<file path="src/arr_pkg.sv">
package arr_pkg;

  typedef enum logic [2:0] {
    ST_OK      = 3'd0,
    ST_PARENT  = 3'd1,
    ST_ANCHOR  = 3'd2,
    ST_PIVOT   = 3'd3,
    ST_DPI     = 3'd4,
    ST_MARGIN  = 3'd5,
    ST_PADDING = 3'd6,
    ST_OUTRECT = 3'd7
  } status_e;

  // 1.0 for anchor and pivot fractions
  localparam logic [17:0] UnitOne = 18'd65536;
  localparam logic signed [27:0] CoordMin = -28'sd8388608;
  localparam logic signed [27:0] CoordMax = 28'sd8388607;

  // DPI-scaled coordinate, and an edge or size after the sums
  typedef logic signed [24:0] scl_t;
  typedef logic signed [26:0] edge_t;

  typedef struct packed {
    status_e             status;
    logic signed [19:0]  px;
    logic signed [19:0]  py;
    logic [19:0]         a0x;
    logic [19:0]         a0y;
    logic [19:0]         a1x;
    logic [19:0]         a1y;
    scl_t                o0x;
    scl_t                o0y;
    scl_t                o1x;
    scl_t                o1y;
    scl_t                ml;
    scl_t                mb;
    scl_t                mr;
    scl_t                mt;
    scl_t                pl;
    scl_t                pb;
    scl_t                plr;
    scl_t                ptb;
    logic [16:0]         pvx;
    logic [16:0]         pvy;
  } s1_t;

  typedef struct packed {
    status_e     status;
    edge_t       left;
    edge_t       bottom;
    edge_t       right;
    edge_t       top;
    scl_t        pl;
    scl_t        pb;
    scl_t        plr;
    scl_t        ptb;
    logic [16:0] pvx;
    logic [16:0] pvy;
  } s2_t;

  typedef struct packed {
    status_e     status;
    edge_t       left;
    edge_t       bottom;
    edge_t       w;
    edge_t       h;
    edge_t       cl;
    edge_t       cb;
    edge_t       cw;
    edge_t       ch;
    logic [16:0] pvx;
    logic [16:0] pvy;
  } s3_t;

  typedef struct packed {
    status_e     status;
    edge_t       left;
    edge_t       bottom;
    edge_t       w;
    edge_t       h;
    edge_t       cl;
    edge_t       cb;
    edge_t       cw;
    edge_t       ch;
    logic [26:0] pox;
    logic [26:0] poy;
  } s4_t;

  function automatic logic in_unit(input logic [17:0] a);
    return !a[17] && (a <= UnitOne);
  endfunction

  // product with a Q4.12 scale, floor of the shift
  function automatic scl_t scale_mul(input logic signed [20:0] v,
                                     input logic signed [15:0] dpi);
    logic signed [36:0] p;
    p = 37'(v) * 37'(dpi);
    return p[36:12];
  endfunction

  // non-negative length times a fraction in 0..1.0
  function automatic logic [19:0] anchor_mul(input logic [18:0] len,
                                             input logic [16:0] a);
    logic [35:0] p;
    p = 36'(len) * 36'(a);
    return p[35:16];
  endfunction

  function automatic logic [23:0] sat_coord(input logic signed [27:0] v);
    if (v < CoordMin) begin
      return 24'h800000;
    end else if (v > CoordMax) begin
      return 24'h7FFFFF;
    end
    return v[23:0];
  endfunction

  function automatic logic [22:0] sat_size(input logic signed [27:0] v);
    if (v < 28'sd0) begin
      return 23'd0;
    end else if (v > CoordMax) begin
      return 23'h7FFFFF;
    end
    return v[22:0];
  endfunction

endpackage

</file>
<file path="src/arr_pivot.sv">
module arr_pivot import arr_pkg::*; (
  input  logic clk_i,
  input  logic rst_ni,
  input  logic valid_i,
  input  s3_t  data_i,
  output logic ready_o,
  output logic valid_o,
  output s4_t  data_o,
  input  logic ready_i
);

  logic        v_q;
  s4_t         s_d, s_q;
  logic        adv;
  logic [42:0] prod_x, prod_y;

  // sizes are non-negative whenever the pivot is used
  always_comb begin
    prod_x      = 43'(data_i.w[25:0]) * 43'(data_i.pvx);
    prod_y      = 43'(data_i.h[25:0]) * 43'(data_i.pvy);
    s_d.status  = data_i.status;
    s_d.left    = data_i.left;
    s_d.bottom  = data_i.bottom;
    s_d.w       = data_i.w;
    s_d.h       = data_i.h;
    s_d.cl      = data_i.cl;
    s_d.cb      = data_i.cb;
    s_d.cw      = data_i.cw;
    s_d.ch      = data_i.ch;
    s_d.pox     = prod_x[42:16];
    s_d.poy     = prod_y[42:16];
  end

  assign adv     = !v_q || ready_i;
  assign ready_o = adv;

  always_ff @(posedge clk_i or negedge rst_ni) begin
    if (!rst_ni) begin
      v_q <= 1'b0;
    end else if (adv) begin
      v_q <= valid_i;
    end
  end

  always_ff @(posedge clk_i) begin
    if (adv && valid_i) begin
      s_q <= s_d;
    end
  end

  assign valid_o = v_q;
  assign data_o  = s_q;

endmodule

</file>
<file path="config.mk">
export PLATFORM = sky130hd
export DESIGN_NAME = arr_pivot
export DESIGN_NICKNAME = d
export VERILOG_FILES = /design/src/arr_pkg.sv /design/src/arr_pivot.sv
export SDC_FILE = /design/constraint.sdc
export NUM_CORES = 2
export LEC_CHECK = 0
export ABC_CLOCK_PERIOD_IN_PS = 9350
export BUFFER_PORTS_ARGS = -buffer_cell sky130_fd_sc_hd__buf_2
export CAP_MARGIN = 20
export CORE_MARGIN = 2
export CORE_UTILIZATION = 50
export DETAILED_ROUTE_END_ITERATION = 16
export PLACE_DENSITY = 0.7
export REMOVE_ABC_BUFFERS = 1
export SLEW_MARGIN = 0
export SYNTH_ARGS = -nofsm -noshare
export SYNTH_HDL_FRONTEND = slang
export SYNTH_SLANG_ARGS = --single-unit
export TNS_END_PERCENT = 30
</file>
<file path="constraint.sdc">
create_clock -name clk_i -period 9.35 [get_ports clk_i]
set_input_delay 0.4675 -clock clk_i [delete_from_list [all_inputs] [get_ports clk_i]]
set_output_delay 0.4675 -clock clk_i [all_outputs]
set_load 0.03 [all_outputs]
</file>
== After elaboration in Yosys (flattened, before gate mapping) ==
Cells that the tools add are included.

* Reduce and logical (&&, ||, !) cells: 3
* $mul: 2

{| class="wikitable"
|+ Operators with widths
! kind !! count
|-
| $mul 26x18->43 || 2
|-
| $logic_and 1x1->1 || 1
|-
| $logic_not 1->1 || 1
|-
| $logic_or 1x1->1 || 1
|}

* Bits in registers: 274
* Logic and storage cells: 17
* Output and inout bits: 275

== Longest topological paths before layout ==
* Depth after elaboration: 3
* Depth in mapped cells: 25

== Worst setup path before layout ==
No wires, ideal clock.

* Path kind: register to register
* Start: reg v_q, in the netlist valid_o
* End: reg s_q, in the netlist data_o[0] (enable)
* Path slack: 1.620 ns
* Path buffers: 0
* Stages on the path, launching flop included: 3
* Data arrival time: 7.063 ns
* Path through: dfrtp_1 nand2b_1 and2_1

* Cells in the longest elaborated chain, start to end: 3

{| class="wikitable"
|+ Ends and longest elaborated chain
! element !! RTL line !! text
|-
| start, declared || arr_pivot.sv:12 || <nowiki>logic v_q;</nowiki>
|-
| start signal, assigned || arr_pivot.sv:41 || <nowiki>v_q <= valid_i;</nowiki>
|-
| $logic_not 1->1 || arr_pivot.sv:34 || <nowiki>assign adv = !v_q || ready_i;</nowiki>
|-
| $logic_or 1x1->1 || arr_pivot.sv:34 ||
|-
| net ready_o || arr_pivot.sv:6 || <nowiki>output logic ready_o,</nowiki>
|-
| $logic_and 1x1->1 || arr_pivot.sv:46 || <nowiki>if (adv && valid_i) begin</nowiki>
|-
| end signal, assigned || arr_pivot.sv:47 || <nowiki>s_q <= s_d;</nowiki>
|-
| end, declared || arr_pivot.sv:13 || <nowiki>s4_t s_d, s_q;</nowiki>
|}

The timed path passes the listed nets, and every way through them passes these cells.
A chain may end at the register's enable or synchronous reset.

== Final worst setup path ==
* Start: in data_i[26] (netlist bit)
* End: reg s_q, in the netlist data_o[53], data pin

* Cells in the longest elaborated chain, start to end: 1

{| class="wikitable"
|+ Ends and longest elaborated chain
! element !! RTL line !! text
|-
| start, declared || arr_pivot.sv:5 || <nowiki>input s3_t data_i,</nowiki>
|-
| $mul 26x18->43 || arr_pivot.sv:19 || <nowiki>prod_x = 43'(data_i.w[25:0]) * 43'(data_i.pvx);</nowiki>
|-
| net prod_x[42] || arr_pivot.sv:15 || <nowiki>logic [42:0] prod_x, prod_y;</nowiki>
|}

The timed path passes the listed nets, and every way through them passes these cells.

==> flow_summary.ini <==
[status]
status = complete, no violations

[critical_path]
crit_path_frequent_cell = fa_1
critPathLaunchType = input pin
cp_slowest_stage_delay_ps = 570
path_class = input pin to flop
worstPathMaxFanout = 26
critPathSlowestCell = fa_1
critical_path_arrival_ps = 6640
worst-path-buf-inv = 4
path_delay_family = adder cells
end_kind = flop
crit_chain = buf_2 -> nand2_1 -> fa_1 -> inv_1 -> fa_1 -> fa_1 -> fa_1 -> fa_1 -> inv_1 -> fa_1 -> inv_1 -> ha_1 -> nand4_4 -> or3_1 -> o22ai_2 -> a311oi_4 -> o311ai_2 -> a31oi_1 -> xnor2_1
cp.required_ps = 9650

[floorplanning]
start_util_pct = 50.28
fp.dieW_um = 282.6
dieArea_sq_mm = 0.07988
core_area_sq_mm = 0.07721
ios = 532
rows = 102
fp.dieH_um = 282.6

[placement]
post-place-ws_ps = 2477
port_buffers = 531
place_congestion = 0.8694
hpwlAfterDp_um = 79050

[global_routing]
grt_max_degree = 140
grt_first_pass_wirelength_um = 160900
grt-busiest-layer = met2
grt_use_total_pct = 26.78
antenna_found_initial = 4
use_met1_pct = 32.88
grt_pass1_vias = 29393
overflow = 0
use_met2_pct = 47.05
met3_usage_pct = 4.543

[logic_synthesis]
seq_area_frac_synth_pct = 21.18
synth_edf_count = 273
synth-seq-cells = 274
synth_top_cells_by_area = fa_1 (44%), edfxtp_1 (21%), inv_1 (9.5%), and2_1 (7.3%), ha_1 (6.4%)
netlist.area_leader.share_pct = 43.73
synth_warnings = 0
netlist_top_cells_count = inv_1 (978), fa_1 (848), nand2_1 (462), and2_1 (452), edfxtp_1 (273)
postSynthCellCount = 3685
synth_area_sq_mm = 0.03882
synth_area_leader_cell = fa_1
synthDistinctLibCells = 64
syn_area_per_cell_sq_um = 10.53
async_flop_share_pct = 0.3650
synth_ff_type = edfxtp_1
yosysMostFrequentCell = inv_1

[clocking]
cts_tree = done
cts_root_buf = clkbuf_16
ctsResizeCount = 0
clk_pin_slew_worst_paths_ps = 60
insertion_delay_ps = 570
postCtsSetupBuffers = 0
cts_buffer_depth = 3
clock_sinks = 274
numCtsBuffers = 34
h-tree-depth = 2

[sta]
slew_headroom_pct = 45.53
skew_ps = 27.39
rsz0062_at_grt = false
setup_violations = 0
finalWorstPathRequiredPeriod_ps = 6339
drv_slew = 0
hold_viol = 0
setup_ws_ps = 3011
fin_crit_sh_pct = 67.80
fmax_mhz = 157.8
fin_setup_tns_ps = 0
tightestPinTransition_ps = 817.0

[routing]
drc = 0
wl_per_cell_um = 19.68
first_iter_violations = 1562
drtAntennaViolNets = 0
vias_per_cell = 5.146
vias = 26673
dr.pass1.iters = 5
wl_um = 102000

[layout]
fill_cells = 6752
nNetsFinal = 5425
drive_gt1_share_pct = 14.53
diodes = 0
areaGrowthSynthToFinish_pct = 11.59

[job]
max-cap-violations = 0

[min_path]
hold_class = input pin to flop
[cells in the final DEF, fill, tap and decap left out, drive strengths merged, types with 7 or more instances in the layout]
cell type  synthesis  final
nand4             11     11
fa               848    848
nor3               8      8
and2             452    452
clkbuf           130     39
o21bai            10     10
nor2              21     21
a211oi             7      7
xnor2             51     51
edfxtp           273    273
clkinv             0     13
a21o              23     23
inv              978    981
nand2            462    462
buf                6    534
o21ai             38     38
nand3             13     13
xor2              22     22
ha               200    200
a21oi             60     60
[stage by stage]
stage	utilization [%]	area, sq um	std cells	hold WS [ps]
final	56.10	43320	5183	85.76
after global routing	56.10	43320	5183	48.27
after CTS	56.10	43320	5183	43.86
after detailed placement	54.74	42270	5123	243.0
after global placement	54.74	42270	5123	243.0
after floorplan	-	38270	3549	171.9
[flip-flops by register name, summed over array words and instances, names as in the netlist]
signal	count
data_o	273
valid_o	1
[what timing repair did]
item	CTS	global route
endpoints found under the setup margin	0	0
endpoints found under the hold margin	1	0
hold buffers	1	0
[path summary, 6_finish.rpt]
kind | slack (ps) | end | cells past startpoint | start
worst max-delay path | 3010 | data_o[53] | 19 | data_i[26]
worst min-delay path | 90 | data_o[261] | 1 | data_i[241]
worst max register to register | 6560 | data_o[220] | 4 | valid_o
worst min register to register | 550 | valid_o | 2 | valid_o
max in group asynchronous | 9030 | valid_o | 2 | rst_ni
min in group asynchronous | 230 | valid_o | 2 | rst_ni
[cell families (layout without fill, tap and decap cells)]
logic type,count (synthesis),count (layout),share of synthesized area [%]
compound gates,184,184,3.191
xor+xnor,73,73,1.647
fa+ha+maj,1048,1048,50.18
simple gates,991,991,12.90
buf+inv,1114,1572,10.87
flops,274,274,21.18
mux,1,1,0.02579
[area by class of cell]
type / instances / area [sq um] / area share (%)
Clock buffer: 39 / 869.6 / 2.008
Clock inverter: 20 / 171.4 / 0.3957
Inverter: 978 / 3671 / 8.475
Multi-Input combinational cell: 2297 / 26380 / 60.90
Sequential cell: 274 / 8223 / 18.98
Tap cell: 1040 / 1301 / 3.004
Timing Repair Buffer: 535 / 2703 / 6.239
[per-layer routing]
layer | share of wire (%) | wire [um] | up-vias
li1 | - | - | 11667
met2 | 50 | 51100 | 1076
met5 | 0.013 | 13 | -
met4 | 4.4 | 4534 | 2
met3 | 7.6 | 7706 | 209
met1 | 38 | 38630 | 13719
Power is left out: the tool's default activity adds up to more than one toggle a clock period on the data nets, which glitch-free logic cannot reach.
