**config.mk**
```make
export PLATFORM = sky130hd
export DESIGN_NAME = arr_edge
export DESIGN_NICKNAME = d
export VERILOG_FILES = /design/src/arr_pkg.sv /design/src/arr_edge.sv
export SDC_FILE = /design/constraint.sdc
export NUM_CORES = 1
export LEC_CHECK = 0
export ABC_AREA = 1
export ABC_CLOCK_PERIOD_IN_PS = 36600
export CAP_MARGIN = 30
export CORE_MARGIN = 2
export CORE_UTILIZATION = 26
export DETAILED_ROUTE_END_ITERATION = 6
export DONT_BUFFER_PORTS = 1
export PLACE_DENSITY = 0.51
export RECOVER_POWER = 100
export REMOVE_ABC_BUFFERS = 1
export SYNTH_ARGS = -nofsm -noshare
export SYNTH_HDL_FRONTEND = slang
export SYNTH_SLANG_ARGS = --single-unit
```
**constraint.sdc**
```tcl
create_clock -name clk_i -period 36.6 [get_ports clk_i]
set_input_delay 0 -clock clk_i [delete_from_list [all_inputs] [get_ports clk_i]]
set_output_delay 0 -clock clk_i [all_outputs]
set_load 0.05 [all_outputs]
```
**src/arr_pkg.sv**
```systemverilog
package arr_pkg;

  typedef enum logic [2:0] {
    ST_OK      = 3'd0,
    ST_PARENT  = 3'd1,
    ST_ANCHOR  = 3'd2,
    ST_PIVOT   = 3'd3,
    ST_DPI     = 3'd4,
    ST_MARGIN  = 3'd5,
    ST_PADDING = 3'd6,
    ST_OUTRECT = 3'd7
  } status_e;

  // 1.0 for anchor and pivot fractions
  localparam logic [17:0] UnitOne = 18'd65536;
  localparam logic signed [27:0] CoordMin = -28'sd8388608;
  localparam logic signed [27:0] CoordMax = 28'sd8388607;

  // DPI-scaled coordinate, and an edge or size after the sums
  typedef logic signed [24:0] scl_t;
  typedef logic signed [26:0] edge_t;

  typedef struct packed {
    status_e             status;
    logic signed [19:0]  px;
    logic signed [19:0]  py;
    logic [19:0]         a0x;
    logic [19:0]         a0y;
    logic [19:0]         a1x;
    logic [19:0]         a1y;
    scl_t                o0x;
    scl_t                o0y;
    scl_t                o1x;
    scl_t                o1y;
    scl_t                ml;
    scl_t                mb;
    scl_t                mr;
    scl_t                mt;
    scl_t                pl;
    scl_t                pb;
    scl_t                plr;
    scl_t                ptb;
    logic [16:0]         pvx;
    logic [16:0]         pvy;
  } s1_t;

  typedef struct packed {
    status_e     status;
    edge_t       left;
    edge_t       bottom;
    edge_t       right;
    edge_t       top;
    scl_t        pl;
    scl_t        pb;
    scl_t        plr;
    scl_t        ptb;
    logic [16:0] pvx;
    logic [16:0] pvy;
  } s2_t;

  typedef struct packed {
    status_e     status;
    edge_t       left;
    edge_t       bottom;
    edge_t       w;
    edge_t       h;
    edge_t       cl;
    edge_t       cb;
    edge_t       cw;
    edge_t       ch;
    logic [16:0] pvx;
    logic [16:0] pvy;
  } s3_t;

  typedef struct packed {
    status_e     status;
    edge_t       left;
    edge_t       bottom;
    edge_t       w;
    edge_t       h;
    edge_t       cl;
    edge_t       cb;
    edge_t       cw;
    edge_t       ch;
    logic [26:0] pox;
    logic [26:0] poy;
  } s4_t;

  function automatic logic in_unit(input logic [17:0] a);
    return !a[17] && (a <= UnitOne);
  endfunction

  // product with a Q4.12 scale, floor of the shift
  function automatic scl_t scale_mul(input logic signed [20:0] v,
                                     input logic signed [15:0] dpi);
    logic signed [36:0] p;
    p = 37'(v) * 37'(dpi);
    return p[36:12];
  endfunction

  // non-negative length times a fraction in 0..1.0
  function automatic logic [19:0] anchor_mul(input logic [18:0] len,
                                             input logic [16:0] a);
    logic [35:0] p;
    p = 36'(len) * 36'(a);
    return p[35:16];
  endfunction

  function automatic logic [23:0] sat_coord(input logic signed [27:0] v);
    if (v < CoordMin) begin
      return 24'h800000;
    end else if (v > CoordMax) begin
      return 24'h7FFFFF;
    end
    return v[23:0];
  endfunction

  function automatic logic [22:0] sat_size(input logic signed [27:0] v);
    if (v < 28'sd0) begin
      return 23'd0;
    end else if (v > CoordMax) begin
      return 23'h7FFFFF;
    end
    return v[22:0];
  endfunction

endpackage

```
**src/arr_edge.sv**
```systemverilog
module arr_edge import arr_pkg::*; (
  input  logic clk_i,
  input  logic rst_ni,
  input  logic valid_i,
  input  s1_t  data_i,
  output logic ready_o,
  output logic valid_o,
  output s3_t  data_o,
  input  logic ready_i
);

  logic v2_q, v3_q;
  s2_t  s2_d, s2_q;
  s3_t  s3_d, s3_q;
  logic adv2, adv3;

  // edge sums
  always_comb begin
    s2_d.status = data_i.status;
    s2_d.left   = edge_t'(data_i.px) + edge_t'({1'b0, data_i.a0x}) +
                  edge_t'(data_i.o0x) + edge_t'(data_i.ml);
    s2_d.bottom = edge_t'(data_i.py) + edge_t'({1'b0, data_i.a0y}) +
                  edge_t'(data_i.o0y) + edge_t'(data_i.mb);
    s2_d.right  = edge_t'(data_i.px) + edge_t'({1'b0, data_i.a1x}) +
                  edge_t'(data_i.o1x) - edge_t'(data_i.mr);
    s2_d.top    = edge_t'(data_i.py) + edge_t'({1'b0, data_i.a1y}) +
                  edge_t'(data_i.o1y) - edge_t'(data_i.mt);
    s2_d.pl     = data_i.pl;
    s2_d.pb     = data_i.pb;
    s2_d.plr    = data_i.plr;
    s2_d.ptb    = data_i.ptb;
    s2_d.pvx    = data_i.pvx;
    s2_d.pvy    = data_i.pvy;
  end

  // sizes, content box and the late size checks
  always_comb begin
    s3_d.left   = s2_q.left;
    s3_d.bottom = s2_q.bottom;
    s3_d.w      = s2_q.right - s2_q.left;
    s3_d.h      = s2_q.top - s2_q.bottom;
    s3_d.cl     = s2_q.left + edge_t'(s2_q.pl);
    s3_d.cb     = s2_q.bottom + edge_t'(s2_q.pb);
    s3_d.cw     = s2_q.right - s2_q.left - edge_t'(s2_q.plr);
    s3_d.ch     = s2_q.top - s2_q.bottom - edge_t'(s2_q.ptb);
    s3_d.pvx    = s2_q.pvx;
    s3_d.pvy    = s2_q.pvy;
    s3_d.status = s2_q.status;
    if (s2_q.status == ST_OK) begin
      if (s3_d.w[26] || s3_d.h[26]) begin
        s3_d.status = ST_OUTRECT;
      end else if (s3_d.cw[26] || s3_d.ch[26]) begin
        s3_d.status = ST_PADDING;
      end
    end
  end

  assign adv3    = !v3_q || ready_i;
  assign adv2    = !v2_q || adv3;
  assign ready_o = adv2;

  always_ff @(posedge clk_i or negedge rst_ni) begin
    if (!rst_ni) begin
      v2_q <= 1'b0;
      v3_q <= 1'b0;
    end else begin
      if (adv2) begin
        v2_q <= valid_i;
      end
      if (adv3) begin
        v3_q <= v2_q;
      end
    end
  end

  always_ff @(posedge clk_i) begin
    if (adv2 && valid_i) begin
      s2_q <= s2_d;
    end
    if (adv3 && v2_q) begin
      s3_q <= s3_d;
    end
  end

  assign valid_o = v3_q;
  assign data_o  = s3_q;

  a_ok_sizes: assert property (@(posedge clk_i) disable iff (!rst_ni)
    v3_q && (s3_q.status == ST_OK) |-> !s3_q.w[26] && !s3_q.h[26] &&
      (s3_q.cw <= s3_q.w) && (s3_q.ch <= s3_q.h))
    else $error("accepted rectangle with bad sizes");

  a_outrect: assert property (@(posedge clk_i) disable iff (!rst_ni)
    v3_q && (s3_q.status == ST_OUTRECT) |-> s3_q.w[26] || s3_q.h[26])
    else $error("output rect status without negative size");

endmodule

```
# Word level (Yosys, flattened, before mapping)
# Index checks and enable logic that the tools add are counted.
[op_classes]
addsub = 18
n_reduce_logical = 9
mux = 3
[op_table]
columns = ["op", "count"]
rows = [
  ["$add 22x25->26", 4],
  ["$add 20x21->22", 4],
  ["$add 26x25->27", 2],
  ["$add 27x25->27", 2],
  ["$sub 26x25->27", 2],
  ["$sub 27x25->27", 2],
  ["$sub 27x27->27", 2],
  ["$mux 3", 3],
  ["$logic_or 1x1->1", 4],
  ["$logic_not 3->1", 1],
  ["$logic_and 1x1->1", 2],
  ["$logic_not 1->1", 2],
]
[word_totals]
inputBits = 461
register_bits = 500

# Longest topological paths before layout
[depth]
depth_word = 6
mapped_depth = 27
ltp_nobuf = 27

# Worst setup path after synthesis
# OpenSTA, ideal clock, no wires.
[synth_path]
kind = "flip-flop to flip-flop"
start = "register v3_q, in the netlist valid_o"
end = "register s3_q, in the netlist data_o[0], enable pin"
path_buffers = 0
path_stages_with_launch = 2
setup_ns = 0.949
arrival_ns = 12.834
required_time_ns = 35.651
synth_period_minus_slack_ns = 13.783
slack_ns = 22.817
cell_sequence = "dfrtp_1 a21oi_1"
[synth_via]
elab_chain_cells = 3
[synth_lines]
columns = ["item", "line_no", "rtl"]
rows = [
  ["from (decl)", "arr_edge.sv:12", "logic v2_q, v3_q;"],
  ["from (signal assigned)", "arr_edge.sv:71", "v3_q <= v2_q;"],
  ["$logic_not 1->1", "arr_edge.sv:58", "assign adv3 = !v3_q || ready_i;"],
  ["$logic_or 1x1->1", "arr_edge.sv:58", ""],
  ["$logic_and 1x1->1", "arr_edge.sv:80", "if (adv3 && v2_q) begin"],
  ["to (signal assigned)", "arr_edge.sv:81", "s3_q <= s3_d;"],
  ["to (decl)", "arr_edge.sv:14", "s3_t s3_d, s3_q;"],
]
# No other way between the ends.
# A chain may end at the register's enable or synchronous reset.

# Final worst setup path
[layout_path]
start = "register v3_q, in the netlist valid_o"
end = "register s3_q, in the netlist data_o[220], enable pin"
# The elaborated chain is that of the path after synthesis.

==> metrics <==
WS Path Type=reg -> reg; Setup WS post-layout=28,600 ps; Max-slew headroom=-180%; Die Ht=around 360 um; RSZ-0062 raised after global routing=no; status=complete, but fails checks; Initial DRC Count=1,555; largest net degree at the start of global routing=82; clk buf depth=3; multiplexer share of the synthesized area=0%; worst-path cell chain=a21oi_1, clkbuf_1, clkbuf_1; drt pass-1 iters=5; final WL=between 100,000 and 150,000 um; htree depth=3; top cell family by delay on the critical path=buffers and inverters; DP Cell Count=4,795; DR vias=23.8k; Num CTS Buffers=66; residual DRC count=0; Post-Syn Area=about 33,000 um^2; total track usage=about 17%; area added between synthesis and finish=21.0%; Worst Path Arrival=8170 ps; Fin Setup TNS=0 ps; most frequent cells in the layout=inv_1 (532), edfxtp_1 (498), nand2_1 (497); crit path capture type=flip-flop; Skew-Pair Late Insertion Delay=660 ps; Tot Pwr=4.33 mW; via/cell ratio=4.56; startpoint types=flip-flop; failing checks=capacitance limit, slew limit; Mapped Cells=3,128; I/O Pins=716; CTS sink count=500; layout cells sized above 1=3.32%; Slew @ Worst Pin=4180 ps; slowest stage delay, CP=approximately 2800 ps; Post-Synth XOR/XNOR Area=6.20%; Yosys reg bits=500; Static Leak=17.1 nW; Fillers=13.1k; starting density of the core=26.1%; Final Hold Vio Count=0; Finished Layout Cells=5,215; Simple-Gate Fraction of Synth Area=10.5%; Core ar.=about 130,000 um^2; commonest non-fill, non-tap cell in the layout=inv_1; Synth Area in Compound Gates=10.1%; crit path time final=8000 ps; Std-Cell Rows=approximately 130; placed inst area=35,300 um^2; YS warnings=0; Max IR drop VDD=44.5 uV; Slew Viols, Final=about 510; Max Cap Viol=9; GP Congestion=between 0.9 and 1; Setup-failing EPs final=0; nets=4,433; Post-CTS Repair Setup Buffers=0; syn avg cell area=roughly 11 um^2; first-pass GRT wire length=166,000 um; Antenna Violating Nets Remaining=0; clk_skew=~28 ps; DR WL/cell=22.3 um; GRT overflow=0; Worst-path clk slew=50 ps; number of global-route vias before repair=24.5k; Tcrit/Tclk final=21.9%; clock root cell=clkbuf_16; Die X=361 um; Post-DP HPWL=roughly 96,000 um; Bufs and invs on worst path=2; Crit path top cell by count=clkbuf_1; setup slack, reg-to-reg=28,600 ps; DIE AREA=about 130,000 um^2; CP max FO=57; post-synthesis adder-cell area fraction=21.9%; Fmax achieved=0.125 GHz; IO Port Bufs=0; worst endpoint required time=36,770 ps; post-route design area=40,200 um^2; worst slack, placed=32,440 ps; min-delay worst type=in -> reg; sequential share of the synthesized area=45.2%; CTS tree=yes; Critical Path Slowest Stage Cell=clkbuf_1; largest family of logic cells by synthesized area=adder cells; Netlist cell types=47; initial antenna violation count=17; P per Cell Area=around 110 nW/um^2
[where the power goes]
part / switching (mW) / total, mW / leakage, nW / internal, mW
Sequential: 0.502 / 1.48 / 4.80 / 0.976
Clock: 0.265 / 0.663 / 1.06 / 0.397
Combinational: 1.45 / 2.19 / 11.2 / 0.740
Total: 2.21 / 4.33 / 17.1 / 2.11
[Yosys cell counts (all sizes together)]
master | count | area (um^2)
nor2 | 175 | 664
nand2b | 2 | 12.5
o221ai | 3 | 26.3
and2 | 1 | 6.26
nand2 | 501 | 1900
inv | 534 | 2000
edfxtp | 498 | 15000
a31oi | 24 | 150
nand4 | 16 | 100
o211ai | 4 | 30.0
o21ai | 138 | 818
buf | 2 | 16.3
nand3b | 4 | 30.0
o21bai | 24 | 188
a21boi | 8 | 78.8
a21oi | 286 | 1580
o2111ai | 6 | 58.8
a31o | 2 | 17.5
dfrtp | 2 | 50.1
and3 | 1 | 6.26
nor3 | 29 | 161
nor4 | 21 | 138
ha | 284 | 3550
o21a | 15 | 113
a21o | 31 | 233
xnor2 | 86 | 753
fa | 186 | 3720
nand3 | 87 | 460
a211oi | 7 | 52.6
xor2 | 149 | 1310
o211a | 2 | 20.0
[path summary, 6_finish.rpt]
kind | from | end | depth (start not counted)
worst max register to register | valid_o$_DFFE_PN0P_ | data_o[220]$_DFFE_PP_ | 3
worst min register to register | s2_q[20]$_DFFE_PP_ | data_o[20]$_DFFE_PP_ | 0
min in group asynchronous | rst_ni | v2_q$_DFFE_PN0N_ | 2
max in group asynchronous | rst_ni | valid_o$_DFFE_PN0P_ | 2
worst min-delay path | data_i[452] | s2_q[234]$_DFFE_PP_ | 3
worst max-delay path | valid_o$_DFFE_PN0P_ | data_o[220]$_DFFE_PP_ | 3
[worst reg2reg max path: stages (launching register included)]
cell	delay [ps]
dfrtp_1	580
a21oi_1	1580
clkbuf_1	2770
clkbuf_1	2560
[sequential cells by signal, summed over array words and instances (netlist names)]
register  cells
valid_o       1
v2_q          1
data_o      253
s2_q        245
[metrics by stage]
step | hold WS (ps) | util (%)
global route | 16.0 | 31.6
finish | 27.1 | 31.6
CTS | 0.0483 | 31.9
floorplan | -296 | -
detailed placement | -296 | 27.8
global placement | -296 | 27.8
[area by class of cell]
class	count	area, um^2	share of cell area (%)
clock buffers	79	1770	4.42
well taps	1662	2080	5.18
inverters	534	2010	4.99
multi-input cells	2092	15900	39.5
clock inverters	37	405	1.01
repair buffers	308	3040	7.56
flip-flops and latches	500	15000	37.3
diodes	3	7.51	0.0187
[cells by family (layout without fill, tap and decap cells)]
group | Yosys count | in the layout
xor+xnor | 235 | 235
simple gates | 837 | 837
flops | 500 | 500
compound gates | 550 | 550
buf+inv | 536 | 958
fa+ha+maj | 470 | 470
other cells | 0 | 3
[metal layers]
| metal | vias to the layer above | part of all wire [%] | track usage, % |
|---|---|---|---|
| met3 | 146 | 6.2 | 3.87 |
| met2 | 717 | 44 | 26.8 |
| met1 | 11592 | 47 | 24.1 |
| met4 | 12 | 2.8 | 5.57 |
| li1 | 11332 | - | - |
| met5 | - | 0.068 | 0 |
[what timing repair did]
item                       CTS  global route
hold buffers               301             0
gates resized for setup      0             0
setup endpoints to repair    0             0
hold endpoints to repair   206             0
(Power assumes the default switching activity.)
